## config.mk

```make
export PLATFORM = sky130hd
export DESIGN_NAME = code_point_to_byte_encoder_core
export DESIGN_NICKNAME = d
export VERILOG_FILES = /design/src/hdl/cpbe_pkg.sv /design/src/hdl/cpbe_encode.sv /design/src/hdl/code_point_to_byte_encoder_core.sv
export SDC_FILE = /design/constraint.sdc
export NUM_CORES = 1
export LEC_CHECK = 0
export BUFFER_PORTS_ARGS = -buffer_cell sky130_fd_sc_hd__buf_2
export CAP_MARGIN = 20
export CORE_UTILIZATION = 45
export DETAILED_ROUTE_END_ITERATION = 8
export PLACE_DENSITY_LB_ADDON = 0.2
export SLEW_MARGIN = 0
export SYNTH_ARGS = -nofsm -noshare
export SYNTH_HDL_FRONTEND = slang
export SYNTH_SLANG_ARGS = --single-unit
```

## constraint.sdc

```tcl
create_clock -name clk -period 4.6 [get_ports clk]
set_clock_uncertainty 0.2 [all_clocks]
set_input_delay 0.92 -clock clk [delete_from_list [all_inputs] [get_ports clk]]
set_output_delay 0.92 -clock clk [all_outputs]
set_load 0.005 [all_outputs]
```

## src/hdl/cpbe_pkg.sv

```systemverilog
`timescale 1ns / 1ps
// Shared types, constants and encoding functions for the code point to byte encoder.
package cpbe_pkg;

    localparam int CP_W       = 21;
    localparam int HELD_W     = 10;
    localparam int MAX_BYTES  = 7;
    localparam int CNT_W      = 3;

    localparam logic [7:0] SUB_CHAR = 8'h2e;

    typedef enum logic [1:0] {
        ENC_ISO8859 = 2'd0,
        ENC_UTF8    = 2'd1,
        ENC_UTF16BE = 2'd2,
        ENC_CP437   = 2'd3
    } enc_t;

    typedef enum logic {
        CFG_OUTPUT_ENCODING  = 1'b0,
        CFG_COMBINE_SURROGATES = 1'b1
    } cfg_idx_t;

    // Bytes for one code point
    typedef struct packed {
        logic [3:0][7:0] b;
        logic [2:0]      cnt;
    } pt_bytes_t;

    // Bytes for one input transaction plus the next surrogate hold state
    typedef struct packed {
        logic [MAX_BYTES-1:0][7:0] bytes;
        logic [CNT_W-1:0]          cnt;
        logic                      held_valid;
        logic [HELD_W-1:0]         held_bits;
    } enc_result_t;

    function automatic logic [7:0] cp437_lookup(input logic [13:0] cp);
        logic [7:0] r;
        r = SUB_CHAR;
        case (cp)
            14'h263a: r = 8'h01;  14'h263b: r = 8'h02;  14'h2665: r = 8'h03;
            14'h2666: r = 8'h04;  14'h2663: r = 8'h05;  14'h2660: r = 8'h06;
            14'h2022: r = 8'h07;
            14'h25d8: r = 8'h08;  14'h25cb: r = 8'h09;  14'h25d9: r = 8'h0a;
            14'h2642: r = 8'h0b;  14'h2640: r = 8'h0c;  14'h266a: r = 8'h0d;
            14'h263c: r = 8'h0f;
            14'h25ba: r = 8'h10;  14'h25c4: r = 8'h11;  14'h2195: r = 8'h12;
            14'h203c: r = 8'h13;  14'h00b6: r = 8'h14;  14'h00a7: r = 8'h15;
            14'h25ac: r = 8'h16;  14'h21a8: r = 8'h17;
            14'h2191: r = 8'h18;  14'h2193: r = 8'h19;  14'h2192: r = 8'h1a;
            14'h2190: r = 8'h1b;  14'h221f: r = 8'h1c;  14'h2194: r = 8'h1d;
            14'h25b2: r = 8'h1e;  14'h25bc: r = 8'h1f;
            14'h2302: r = 8'h7f;
            14'h00c7: r = 8'h80;  14'h00fc: r = 8'h81;  14'h00e9: r = 8'h82;
            14'h00e2: r = 8'h83;  14'h00e4: r = 8'h84;  14'h00e0: r = 8'h85;
            14'h00e5: r = 8'h86;  14'h00e7: r = 8'h87;
            14'h00ea: r = 8'h88;  14'h00eb: r = 8'h89;  14'h00e8: r = 8'h8a;
            14'h00ef: r = 8'h8b;  14'h00ee: r = 8'h8c;  14'h00ec: r = 8'h8d;
            14'h00c4: r = 8'h8e;  14'h00c5: r = 8'h8f;
            14'h00c9: r = 8'h90;  14'h00e6: r = 8'h91;  14'h00c6: r = 8'h92;
            14'h00f4: r = 8'h93;  14'h00f6: r = 8'h94;  14'h00f2: r = 8'h95;
            14'h00fb: r = 8'h96;  14'h00f9: r = 8'h97;
            14'h00ff: r = 8'h98;  14'h00d6: r = 8'h99;  14'h00dc: r = 8'h9a;
            14'h00a2: r = 8'h9b;  14'h00a3: r = 8'h9c;  14'h00a5: r = 8'h9d;
            14'h20a7: r = 8'h9e;  14'h0192: r = 8'h9f;
            14'h00e1: r = 8'ha0;  14'h00ed: r = 8'ha1;  14'h00f3: r = 8'ha2;
            14'h00fa: r = 8'ha3;  14'h00f1: r = 8'ha4;  14'h00d1: r = 8'ha5;
            14'h00aa: r = 8'ha6;  14'h00ba: r = 8'ha7;
            14'h00bf: r = 8'ha8;  14'h2310: r = 8'ha9;  14'h00ac: r = 8'haa;
            14'h00bd: r = 8'hab;  14'h00bc: r = 8'hac;  14'h00a1: r = 8'had;
            14'h00ab: r = 8'hae;  14'h00bb: r = 8'haf;
            14'h2591: r = 8'hb0;  14'h2592: r = 8'hb1;  14'h2593: r = 8'hb2;
            14'h2502: r = 8'hb3;  14'h2524: r = 8'hb4;  14'h2561: r = 8'hb5;
            14'h2562: r = 8'hb6;  14'h2556: r = 8'hb7;
            14'h2555: r = 8'hb8;  14'h2563: r = 8'hb9;  14'h2551: r = 8'hba;
            14'h2557: r = 8'hbb;  14'h255d: r = 8'hbc;  14'h255c: r = 8'hbd;
            14'h255b: r = 8'hbe;  14'h2510: r = 8'hbf;
            14'h2514: r = 8'hc0;  14'h2534: r = 8'hc1;  14'h252c: r = 8'hc2;
            14'h251c: r = 8'hc3;  14'h2500: r = 8'hc4;  14'h253c: r = 8'hc5;
            14'h255e: r = 8'hc6;  14'h255f: r = 8'hc7;
            14'h255a: r = 8'hc8;  14'h2554: r = 8'hc9;  14'h2569: r = 8'hca;
            14'h2566: r = 8'hcb;  14'h2560: r = 8'hcc;  14'h2550: r = 8'hcd;
            14'h256c: r = 8'hce;  14'h2567: r = 8'hcf;
            14'h2568: r = 8'hd0;  14'h2564: r = 8'hd1;  14'h2565: r = 8'hd2;
            14'h2559: r = 8'hd3;  14'h2558: r = 8'hd4;  14'h2552: r = 8'hd5;
            14'h2553: r = 8'hd6;  14'h256b: r = 8'hd7;
            14'h256a: r = 8'hd8;  14'h2518: r = 8'hd9;  14'h250c: r = 8'hda;
            14'h2588: r = 8'hdb;  14'h2584: r = 8'hdc;  14'h258c: r = 8'hdd;
            14'h2590: r = 8'hde;  14'h2580: r = 8'hdf;
            14'h03b1: r = 8'he0;  14'h00df: r = 8'he1;  14'h0393: r = 8'he2;
            14'h03c0: r = 8'he3;  14'h03a3: r = 8'he4;  14'h03c3: r = 8'he5;
            14'h00b5: r = 8'he6;  14'h03c4: r = 8'he7;
            14'h03a6: r = 8'he8;  14'h0398: r = 8'he9;  14'h03a9: r = 8'hea;
            14'h03b4: r = 8'heb;  14'h221e: r = 8'hec;  14'h03c6: r = 8'hed;
            14'h03b5: r = 8'hee;  14'h2229: r = 8'hef;
            14'h2261: r = 8'hf0;  14'h00b1: r = 8'hf1;  14'h2265: r = 8'hf2;
            14'h2264: r = 8'hf3;  14'h2320: r = 8'hf4;  14'h2321: r = 8'hf5;
            14'h00f7: r = 8'hf6;  14'h2248: r = 8'hf7;
            14'h00b0: r = 8'hf8;  14'h2219: r = 8'hf9;  14'h00b7: r = 8'hfa;
            14'h221a: r = 8'hfb;  14'h207f: r = 8'hfc;  14'h00b2: r = 8'hfd;
            14'h25a0: r = 8'hfe;  14'h00a0: r = 8'hff;
            default: r = SUB_CHAR;
        endcase
        return r;
    endfunction

    function automatic pt_bytes_t encode_point(input enc_t enc, input logic [CP_W-1:0] cp);
        pt_bytes_t        p;
        logic [CP_W-1:0]  v;
        logic [15:0]      hi;
        logic [15:0]      lo;
        p.b   = '0;
        p.cnt = 3'd1;
        v     = cp - 21'h10000;
        hi    = 16'hd800 | {5'b0, v[20:10]};
        lo    = 16'hdc00 | {6'b0, v[9:0]};
        case (enc)
            ENC_ISO8859:
            begin
                p.b[0] = (cp <= 21'hff) ? cp[7:0] : SUB_CHAR;
            end
            ENC_UTF8:
            begin
                if (cp < 21'h80)
                begin
                    p.b[0] = cp[7:0];
                end
                else if (cp < 21'h800)
                begin
                    p.cnt  = 3'd2;
                    p.b[0] = {3'b110, cp[10:6]};
                    p.b[1] = {2'b10, cp[5:0]};
                end
                else if (cp < 21'h10000)
                begin
                    p.cnt  = 3'd3;
                    p.b[0] = {4'b1110, cp[15:12]};
                    p.b[1] = {2'b10, cp[11:6]};
                    p.b[2] = {2'b10, cp[5:0]};
                end
                else
                begin
                    p.cnt  = 3'd4;
                    p.b[0] = {5'b11110, cp[20:18]};
                    p.b[1] = {2'b10, cp[17:12]};
                    p.b[2] = {2'b10, cp[11:6]};
                    p.b[3] = {2'b10, cp[5:0]};
                end
            end
            ENC_UTF16BE:
            begin
                if (cp < 21'h10000)
                begin
                    p.cnt  = 3'd2;
                    p.b[0] = cp[15:8];
                    p.b[1] = cp[7:0];
                end
                else
                begin
                    p.cnt  = 3'd4;
                    p.b[0] = hi[15:8];
                    p.b[1] = hi[7:0];
                    p.b[2] = lo[15:8];
                    p.b[3] = lo[7:0];
                end
            end
            default:
            begin
                if (cp < 21'h80)
                begin
                    p.b[0] = cp[7:0];
                end
                else if (cp < 21'h266b)
                begin
                    p.b[0] = cp437_lookup(cp[13:0]);
                end
                else
                begin
                    p.b[0] = SUB_CHAR;
                end
            end
        endcase
        return p;
    endfunction

endpackage

```

## src/hdl/cpbe_encode.sv

```systemverilog
`timescale 1ns / 1ps
// Combinational encoder: surrogate resolution and byte run for one transaction.
module cpbe_encode (
    input  logic [20:0]           code_unit,
    input  logic                  end_of_text,
    input  cpbe_pkg::enc_t        enc,
    input  logic                  combine,
    input  logic                  held_valid,
    input  logic [9:0]            held_bits,
    output cpbe_pkg::enc_result_t result
);
    import cpbe_pkg::*;

    logic            is_low;
    logic            is_high;
    logic            orphan;
    logic            hold;
    logic [CP_W-1:0] orphan_cp;
    logic [CP_W-1:0] main_cp;
    pt_bytes_t       p1;
    pt_bytes_t       p2;
    logic [CNT_W-1:0] c1;
    logic [CNT_W-1:0] c2;
    logic [CNT_W-1:0] j;

    assign is_low    = (code_unit >= 21'hdc00) && (code_unit < 21'he000);
    assign is_high   = (code_unit >= 21'hd800) && (code_unit < 21'hdc00);
    assign orphan    = held_valid && !is_low;
    assign hold      = !(held_valid && is_low) && combine && !end_of_text && is_high;
    assign orphan_cp = {11'b0, held_bits} | 21'hd800;
    assign main_cp   = (held_valid && is_low)
                       ? 21'h10000 + {1'b0, held_bits, code_unit[9:0]}
                       : code_unit;
    assign p1        = encode_point(enc, orphan_cp);
    assign p2        = encode_point(enc, main_cp);
    assign c1        = orphan ? p1.cnt : '0;
    assign c2        = hold ? '0 : p2.cnt;

    always_comb
    begin
        result.cnt        = c1 + c2;
        result.held_valid = hold;
        result.held_bits  = hold ? code_unit[9:0] : held_bits;
        for (int i = 0; i < MAX_BYTES; i++)
        begin
            j = CNT_W'(i) - c1;
            if (CNT_W'(i) < c1)
            begin
                result.bytes[i] = p1.b[i % 4];
            end
            else
            begin
                result.bytes[i] = p2.b[j[1:0]];
            end
        end
    end

endmodule

```

## src/hdl/code_point_to_byte_encoder_core.sv

```systemverilog
`timescale 1ns / 1ps
// Top level of the code point to byte encoder: config, run buffer and output register.
//
//  channel | handshake          | payload
//  --------+--------------------+--------------------------------
//  in      | in_valid/in_stall  | code_unit[20:0], end_of_text
//  out     | out_valid/out_stall| out_byte[7:0], run_end
//  cfg     | cfg_we             | cfg_index, cfg_data[1:0]
//
// An input transaction is encoded in the cycle it is accepted into a run buffer
// of up to 7 bytes; the buffer drains one byte per cycle into the output register
// unless out_stall holds it. A transaction keeps the buffer until its last byte leaves;
// the next one is taken in the cycle the last byte leaves, so input and output overlap.
// A held high surrogate produces no bytes and frees the input at once.
// Reset: UTF-8 output, surrogate combining on, nothing held, buffers empty.
module code_point_to_byte_encoder_core (
    input  logic        clk,
    input  logic        rst_n,
    input  logic        cfg_we,
    input  logic        cfg_index,
    input  logic [1:0]  cfg_data,
    input  logic        in_valid,
    output logic        in_stall,
    input  logic [20:0] code_unit,
    input  logic        end_of_text,
    output logic        out_valid,
    input  logic        out_stall,
    output logic [7:0]  out_byte,
    output logic        run_end
);
    import cpbe_pkg::*;

    enc_t                      enc_reg;
    logic                      combine_reg;
    logic                      held_valid_reg;
    logic [HELD_W-1:0]         held_bits_reg;
    logic                      buf_valid_reg;
    logic [MAX_BYTES-1:0][7:0] buf_bytes_reg;
    logic [CNT_W-1:0]          buf_cnt_reg;
    logic [CNT_W-1:0]          buf_idx_reg;
    logic                      out_valid_reg;
    logic [7:0]                out_byte_reg;
    logic                      run_end_reg;

    enc_result_t result;
    logic        in_accept;
    logic        buf_move;
    logic        buf_last;
    logic        buf_valid_next;

    cpbe_encode u_encode (
        .code_unit   (code_unit),
        .end_of_text (end_of_text),
        .enc         (enc_reg),
        .combine     (combine_reg),
        .held_valid  (held_valid_reg),
        .held_bits   (held_bits_reg),
        .result      (result)
    );

    assign buf_move  = buf_valid_reg && (!out_valid_reg || !out_stall);
    assign buf_last  = (buf_idx_reg == buf_cnt_reg - 3'd1);
    assign in_stall  = buf_valid_reg && !(buf_move && buf_last);
    assign in_accept = in_valid && !in_stall;
    assign buf_valid_next = in_accept ? (result.cnt != '0)
                                      : (buf_valid_reg && !(buf_move && buf_last));

    always_ff @(posedge clk or negedge rst_n)
    begin
        if (!rst_n)
        begin
            enc_reg     <= ENC_UTF8;
            combine_reg <= 1'b1;
        end
        else if (cfg_we)
        begin
            case (cfg_idx_t'(cfg_index))
                CFG_OUTPUT_ENCODING:    enc_reg     <= enc_t'(cfg_data);
                CFG_COMBINE_SURROGATES: combine_reg <= cfg_data[0];
                default:                combine_reg <= combine_reg;
            endcase
        end
    end

    always_ff @(posedge clk or negedge rst_n)
    begin
        if (!rst_n)
        begin
            held_valid_reg <= 1'b0;
            held_bits_reg  <= '0;
            buf_valid_reg  <= 1'b0;
            buf_idx_reg    <= '0;
            out_valid_reg  <= 1'b0;
        end
        else
        begin
            buf_valid_reg <= buf_valid_next;
            if (in_accept)
            begin
                held_valid_reg <= result.held_valid;
                held_bits_reg  <= result.held_bits;
                buf_idx_reg    <= '0;
            end
            else if (buf_move)
            begin
                buf_idx_reg <= buf_idx_reg + 3'd1;
            end
            if (buf_move)
            begin
                out_valid_reg <= 1'b1;
            end
            else if (!out_stall)
            begin
                out_valid_reg <= 1'b0;
            end
        end
    end

    always_ff @(posedge clk)
    begin
        if (in_accept)
        begin
            buf_bytes_reg <= result.bytes;
            buf_cnt_reg   <= result.cnt;
        end
        if (buf_move)
        begin
            out_byte_reg <= buf_bytes_reg[buf_idx_reg];
            run_end_reg  <= buf_last;
        end
    end

    assign out_valid = out_valid_reg;
    assign out_byte  = out_byte_reg;
    assign run_end   = run_end_reg;

    a_buf_index: assert property (@(posedge clk) disable iff (!rst_n)
        buf_valid_reg |-> (buf_cnt_reg != '0) && (buf_idx_reg < buf_cnt_reg))
        else $error("run buffer index out of range");

    a_accept_when_free: assert property (@(posedge clk) disable iff (!rst_n)
        (in_accept && buf_valid_reg) |-> (buf_move && buf_last))
        else $error("transaction accepted over a busy run buffer");

    a_hold_from_accept: assert property (@(posedge clk) disable iff (!rst_n)
        $rose(held_valid_reg) |-> $past(in_valid && !in_stall))
        else $error("surrogate hold set without a transaction");

    a_last_byte_flag: assert property (@(posedge clk) disable iff (!rst_n)
        (buf_move && buf_last) |=> (out_valid_reg && run_end_reg))
        else $error("last byte of run not flagged");

endmodule

```

Word level (Yosys, flattened, before mapping):

Cells that the tools add are included.

* bits in registers: 87

* add/sub/neg operators: 13
* bitwise logic cells: 1
* magnitude comparators: 28
* muxes and demuxes: 61
* equal/unequal tests: 163
* reduce and logical (&&, ||, !) cells: 25

Operator list (count)
* $eq A14 B14 Y1 const B: 91
* $pmux W8 S159: 1
* $eq A14 B8 Y1 const B: 55
* $mux W8: 24
* $eq A14 B10 Y1 const B: 12
* $bmux W8 S2: 7
* $pmux W24 S2: 2
* $mux W19: 4
* $mux W16: 4
* $mux W25: 2
* $mux W24: 2
* $pmux W8 S3: 2
* $ge A21 B16 Y1 const B: 2
* $lt A21 B16 Y1 const B: 2
* $bmux W8 S3: 1
* $add A17 B20 Y21 const A: 1
* $le A21 B8 Y1 const B: 1
* $lt A2 B3 Y1 const B: 7
* $lt A21 B12 Y1 const B: 1
* $lt A21 B14 Y1 const B: 1
* $lt A21 B17 Y1 const B: 1
* $lt A21 B8 Y1 const B: 1
* $mux W21: 1
* $sub A21 B17 Y21 const B: 1
* other kinds (30): 65

Logic depth before layout (Yosys ltp):

Gate-level depths: netlist of the first run.

* depth in word-level cells: 13
* gate-level depth with buffers: 16

Hierarchy:

Synthesis of the first run repeated with hierarchy kept, for this count alone.

* cells, all modules: 1236
* area, all modules: 9990.8 um^2

By module, submodules not included
* cpbe_encode: seq. area each 0.0 um^2, area each 6577.6 um^2, cells each 1054, times used 1
* code_point_to_byte_encoder_core: seq. area each 2519.9 um^2, area each 3413.3 um^2, cells each 182, times used 1

Worst setup path before layout of the first run:

No wires, ideal clock.

* kind: input port to flip-flop
* start: input port code_unit[13]
* end: register buf_bytes_reg[5] (netlist name) (data pin)
* cell stages on the path: 15
* setup slack: 36 ps
* arrival time: 4104 ps
* cells stage by stage: or4b_1 > buf_2 > nor2_1 > a31oi_1 > nand2_1 > inv_1 > clkbuf_1 > clkbuf_1 > clkbuf_1 > ha_1 > inv_1 > clkbuf_1 > nand3_1 > o21a_1 > mux2_2

RTL lines
* start, declared: RTL line code_point_to_byte_encoder_core.sv:24 `input logic [20:0] code_unit,`
* end signal, assigned: RTL line code_point_to_byte_encoder_core.sv:123 `buf_bytes_reg <= result.bytes;`
* end, declared: RTL line code_point_to_byte_encoder_core.sv:38 `logic [MAX_BYTES-1:0][7:0] buf_bytes_reg;`

==> metrics.cfg, run 1 <==
[drt]
wl_met3_um=5760
drc_errors=0
met1_length_um=19000
drt_iter0_drc=1751
ant_nets=0
routed.top_layer=met5
vias_per_cell=6.92
routed_wl_um=44300
routed-wl-met2_um=18200
wire_per_inst_um=26.7
drt_pass1_iterations=6
vias=11478

[worst_hold_path]
hold_start=buf_valid_reg
min_path_type=flop to flop

[sta]
rsz0062_at_grt=no
slew_headroom=0.330
max_freq_mhz=228
setup_violations=0
worst_pin_slew_ns=0.992
timing.final.hold_violations=0
drv_slew=0
period_minus_slack_ns=4.39
fin_crit_sh=0.953
worst_hold_slack_ns=0.274

[synth]
netlist_instances=1244
syn_area_um2=9650
yosysUniqueCellTypes=103
synth-seq-area-share=0.261
yosys_warnings=0
ys_async_sr_fraction=0.218
synth-edff-count=68
syn_area_per_cell_um2=7.75
yosysTopAreaCellShare=0.212
synth_ff_type=edfxtp_1
yosysMostFrequentCell=nand2_1
ys_ff_latch=87
yosys.area.top_type=edfxtp_1
yosys-top-cells-area=edfxtp_1 (21%), a21oi_1 (5.6%), o21ai_0 (4.5%)
synth_common_cells=nand2_1 (116), nor2_1 (112), a21oi_1 (108)
syn_nets=1287

[power]
ir_drop_mv=0.220
p_per_area_nw_per_um2=296
power.leakage_nw=4.34

[grt]
grt_use_total=0.403
overflow=0
antenna_found_initial=1
grt_pass1_vias=10505
grt_max_degree=64
grt_pass1_wl_um=66600

[floorplan]
die-width_um=148
num_io_pins=41
core-area_um2=21000
fp.dieH_um=148
rows=53
start_util=0.459
dieArea_um2=22000

[worst_setup_path]
worstSetupStartpointType=input port
cp.required_ns=4.55
end_kind=flop
crit_fanout=15
arrival_ns=4.33
critPathMostFrequentCell=nand3_1
cpLargestDelayFamily=simple AND/OR/NAND/NOR gates
slowest_delay_ns=0.82
crit_chain=buf_2, or4b_2, nor3_1, o211ai_1, or3b_1, nand3_1, nand3_1, o2111ai_1, nand3_1, nand2_1, o221ai_1
cp-startpoint=code_unit[4]
critPathSlowestCell=or4b_2
r2r-start=held_valid_reg
crit_buf_inv=1
crit_type=input port to flop

[clocking]
worstSkewPairLatency_ns=0.35
cts_buffers=9
clock_path_buffers=2
path_clk_slew_ns=0.07
cts.sink_count=87
cts_tree=built
cts_root_buf=clkbuf_16
htreeDepth=3
hold_buffers=0

[final_layout]
diodes=0
final_nets=1421
num-fill-cells=2022
stdcell_count=1658
largest_reg_flops=56
layout-drive-gt1-share=0.236
area_growth_pct=21.0

[placement]
portBuffers=40
hpwl_um=34800
gp_congestion=1.07
dp.cells=1641

[run_status]
status=completed

[flow_run]
maxCapViolations=0

## metal layers
layer | GRT usage | vias up
li1 | - | 5093
met1 | 0.587 | 5456
met3 | 0.122 | 114
met4 | 0.110 | 2
met5 | 0 | -
met2 | 0.570 | 813
## stage by stage
step	area [um2]	setup TNS [ns]	util	worst slack (ns)	power, mW
after global placement	11300	-1.83	0.539	-0.238	2.62
after detailed placement	11300	-0.890	0.539	-0.221	2.64
final	11700	0	0.555	0.215	3.45
after CTS	11600	0	0.554	0.0969	3.43
after global routing	11700	0	0.555	0.0265	3.62
after floorplan	9650	0	-	0.0359	2.12
## final timing paths
| check | slack [ns] | depth (start not counted) | end |
|---|---|---|---|
| max | 0.21 | 11 | buf_bytes_reg[6] |
| min | 0.27 | 1 | out_valid |
| max reg2reg | 0.57 | 13 | buf_bytes_reg[0] |
| min reg2reg | 0.27 | 1 | out_valid |
| max in group asynchronous | 3.48 | 1 | combine_reg |
| min in group asynchronous | 0.36 | 1 | held_valid_reg |
## worst reg2reg max path, stage by stage, from the launching register on
cell	delay (ns)
dfrtp_1	0.47
or4bb_1	0.61
nor3_1	0.24
a21oi_1	0.15
ha_1	0.24
o311ai_0	0.24
mux2i_1	0.25
buf_4	0.22
a32o_1	0.27
a22oi_1	0.23
a21o_1	0.15
a21oi_1	0.06
nor3b_1	0.27
o22ai_1	0.16
## final cells by class
cell class                      instances  area (um2)  area share
Tap cell                              275         344      0.0295
Clock buffer                           10         229      0.0196
Clock inverter                          6        92.6     0.00793
Inverter                               22        82.6     0.00708
Timing Repair Buffer                  246        1820       0.156
Sequential cell                        87        2520       0.216
Multi-Input combinational cell       1012        6580       0.564
## what timing repair did
item                                    in CTS  in global routing
endpoints found under the setup margin       0                  5
setup buffers                                0                  1
resized for setup                            0                  2
## kinds of logic after synthesis
| kind of cell | Yosys count | share of synthesized area |
|---|---|---|
| DFF | 87 | 0.261 |
| and+or+nand+nor | 510 | 0.283 |
| muxes | 41 | 0.0543 |
| AOI/OAI and AO/OA | 426 | 0.304 |
| adders and majority gates | 13 | 0.0176 |
| xor gates and xnor gates | 22 | 0.0200 |
| buffers and inverters | 145 | 0.0594 |
## power by group
| group | switching [mW] | leakage [nW] | total (mW) | internal [mW] |
|---|---|---|---|---|
| sequential | 0.0876 | 0.878 | 1.22 | 1.13 |
| clock | 0.312 | 0.150 | 0.791 | 0.480 |
| combinational | 0.879 | 3.31 | 1.44 | 0.561 |
## placed cells by master, fill, tap and decap left out, types with 12 or more instances in the layout
master    count
buf_4       199
nand2_1     116
nor2_1      112
a21oi_1     108
o21ai_0      87
edfxtp_1     68
nand3_1      54
nor3_1       43
buf_2        41
a31oi_1      30
nand2b_1     23
mux2i_1      22
a211oi_1     22
inv_1        21
nand4_1      21
o22ai_1      18
dfrtp_1      17
nor4_1       15
xnor2_1      13
and3_1       12
ha_1         12
Note: power is estimated with default switching activity, not from simulation.
==> run 2: changes to the inputs <==
--- a/config.mk
+++ b/config.mk
@@ -10,4 +10,5 @@
 export CORE_UTILIZATION = 45
 export DETAILED_ROUTE_END_ITERATION = 8
+export GPL_ROUTABILITY_DRIVEN = 0
 export PLACE_DENSITY_LB_ADDON = 0.2
 export SLEW_MARGIN = 0
==> constraint.sdc (replaced) <==
create_clock -name clk -period 4.6 [get_ports clk]
set_clock_uncertainty 0.2 [all_clocks]
set_input_delay 0.69 -clock clk [delete_from_list [all_inputs] [get_ports clk]]
set_output_delay 0.69 -clock clk [all_outputs]
set_load 0.005 [all_outputs]
==> metrics.cfg, run 2 (synthesized netlist as in run 1, its figures left out) <==
[sta]
period_minus_slack_ns=4.55
max_freq_mhz=220
fin_crit_sh=0.989
slew_headroom=0.226
setup_violations=0
worst_hold_slack_ns=0.126
worst_pin_slew_ns=1.15
finalSetupTns_ns=0
drv_slew=0
rsz0062_at_grt=no
timing.final.hold_violations=0

[drt]
vias=11292
routed_wl_um=38800
ant_nets=0
drt_iter0_drc=1803
vias_per_cell=7.26
drc_errors=0
drt_pass1_iterations=9
wire_per_inst_um=24.9

[worst_setup_path]
arrival_ns=4.43
critPathSlowestCell=o311ai_0
critPathMostFrequentCell=nor2_1
reg2reg_slack_ns=0.09
crit_fanout=13
cp.required_ns=4.48
crit_type=input port to flop
worstSetupStartpointType=input port
slowest_delay_ns=0.57
cpLargestDelayFamily=compound AO/OA/AOI/OAI gates
crit_chain=buf_2, nor4bb_1, buf_4, nand3_1, nor2_1, nor2_1, ha_1, o311ai_0, mux2i_1, a41o_1, nand3_1, o311ai_0, a31oi_1, a22oi_1, nor2_1
end_kind=flop
crit_buf_inv=2

[final_layout]
utilization=0.515
final_cell_mix=nand2_1 (116), nor2_1 (112), a21oi_1 (108), buf_4 (101), o21ai_0 (87)
diodes=0
final_common_cell=nand2_1
largest_reg_flops=56
num-fill-cells=2027
register_area_um2=2520
final_nets=1319
layout-drive-gt1-share=0.174
multi_input_area_um2=6570
area_growth_pct=12.2

[floorplan]
fp.dieH_um=148
dieArea_um2=22000
core-area_um2=21000
start_util=0.459
die-width_um=148
num_io_pins=41
rows=53

[clocking]
worstSkewPairLatency_ns=0.34
cts_tree=built
path_clk_slew_ns=0.07
hold_buffers=0
htreeDepth=3
cts_root_buf=clkbuf_16
cts_buffers=9
cts.sink_count=87
cts-resized-gates=0
clock_path_buffers=2
cts_setup_buffers=0

[grt]
grt_pass1_wl_um=59800
grt_max_degree=64
antenna_found_initial=0
grt_util_met3=0.112
met2_usage=0.503
grt_use_total=0.352
overflow=0
grt.met1_usage=0.485
grt_pass1_vias=10322
grt-busiest-layer=met2

[placement]
portBuffers=40
hpwl_um=28800

[power]
power.leakage_nw=3.82
fin_total_pwr_mw=3.29
ir_drop_mv=0.190
p_per_area_nw_per_um2=304

[worst_hold_path]
min_path_type=input port to async pin

[flow_run]
maxCapViolations=0

[run_status]
status=completed

## run 2: through the flow
step           cell area (um2)  setup slack [ns]  std cells
2_1_floorplan             9650             0.266       1244
3_3_place_gp             10500            0.0107       1540
3_5_place_dp             10500           0.00868       1540
4_1_cts                  10800             0.341       1556
5_1_grt                  10800            0.0627       1556
6_report                 10800            0.0528       1556
## run 2: layout make-up
cell class | instances | area share
repair buffers | 144 | 0.0941
clock inverters | 6 | 0.00566
multi-input cells | 1012 | 0.607
clock buffers | 10 | 0.0212
inverters | 22 | 0.00763
flip-flops and latches | 87 | 0.233
well taps | 275 | 0.0318
## run 2: final timing paths
kind	from	to	cells past startpoint
min reg2reg	buf_valid_reg	out_valid	1
max in group asynchronous	rst_n	combine_reg	1
max	code_unit[10]	buf_bytes_reg[10]	15
max reg2reg	held_valid_reg	buf_bytes_reg[10]	14
min in group clk	buf_valid_reg	out_valid	1
min	rst_n	held_bits_reg[9]	1
## run 2: routing by layer
layer  vias up  share of wire
met3       205           0.14
met2       940           0.41
met5         -              0
met1      5267           0.40
met4         0          0.049
li1       4880              -
## run 2: power breakdown
| group | switching, mW | total, mW | internal (mW) |
|---|---|---|---|
| sequential | 0.0840 | 1.22 | 1.13 |
| combinational | 0.840 | 1.35 | 0.510 |
| clock | 0.305 | 0.724 | 0.419 |
| total | 1.23 | 3.29 | 2.06 |
## run 2: worst reg2reg max path, cell delays in order, from the launching register on
cell and delay [ns]:
dfrtp_1 0.47, nor4bb_1 0.18, buf_4 0.15, nand3_1 0.10, nor2_1 0.05, nor2_1 0.43, ha_1 0.30, o311ai_0 0.33
mux2i_1 0.49, a41o_1 0.28, nand3_1 0.08, o311ai_0 0.57, a31oi_1 0.24, a22oi_1 0.29, nor2_1 0.08
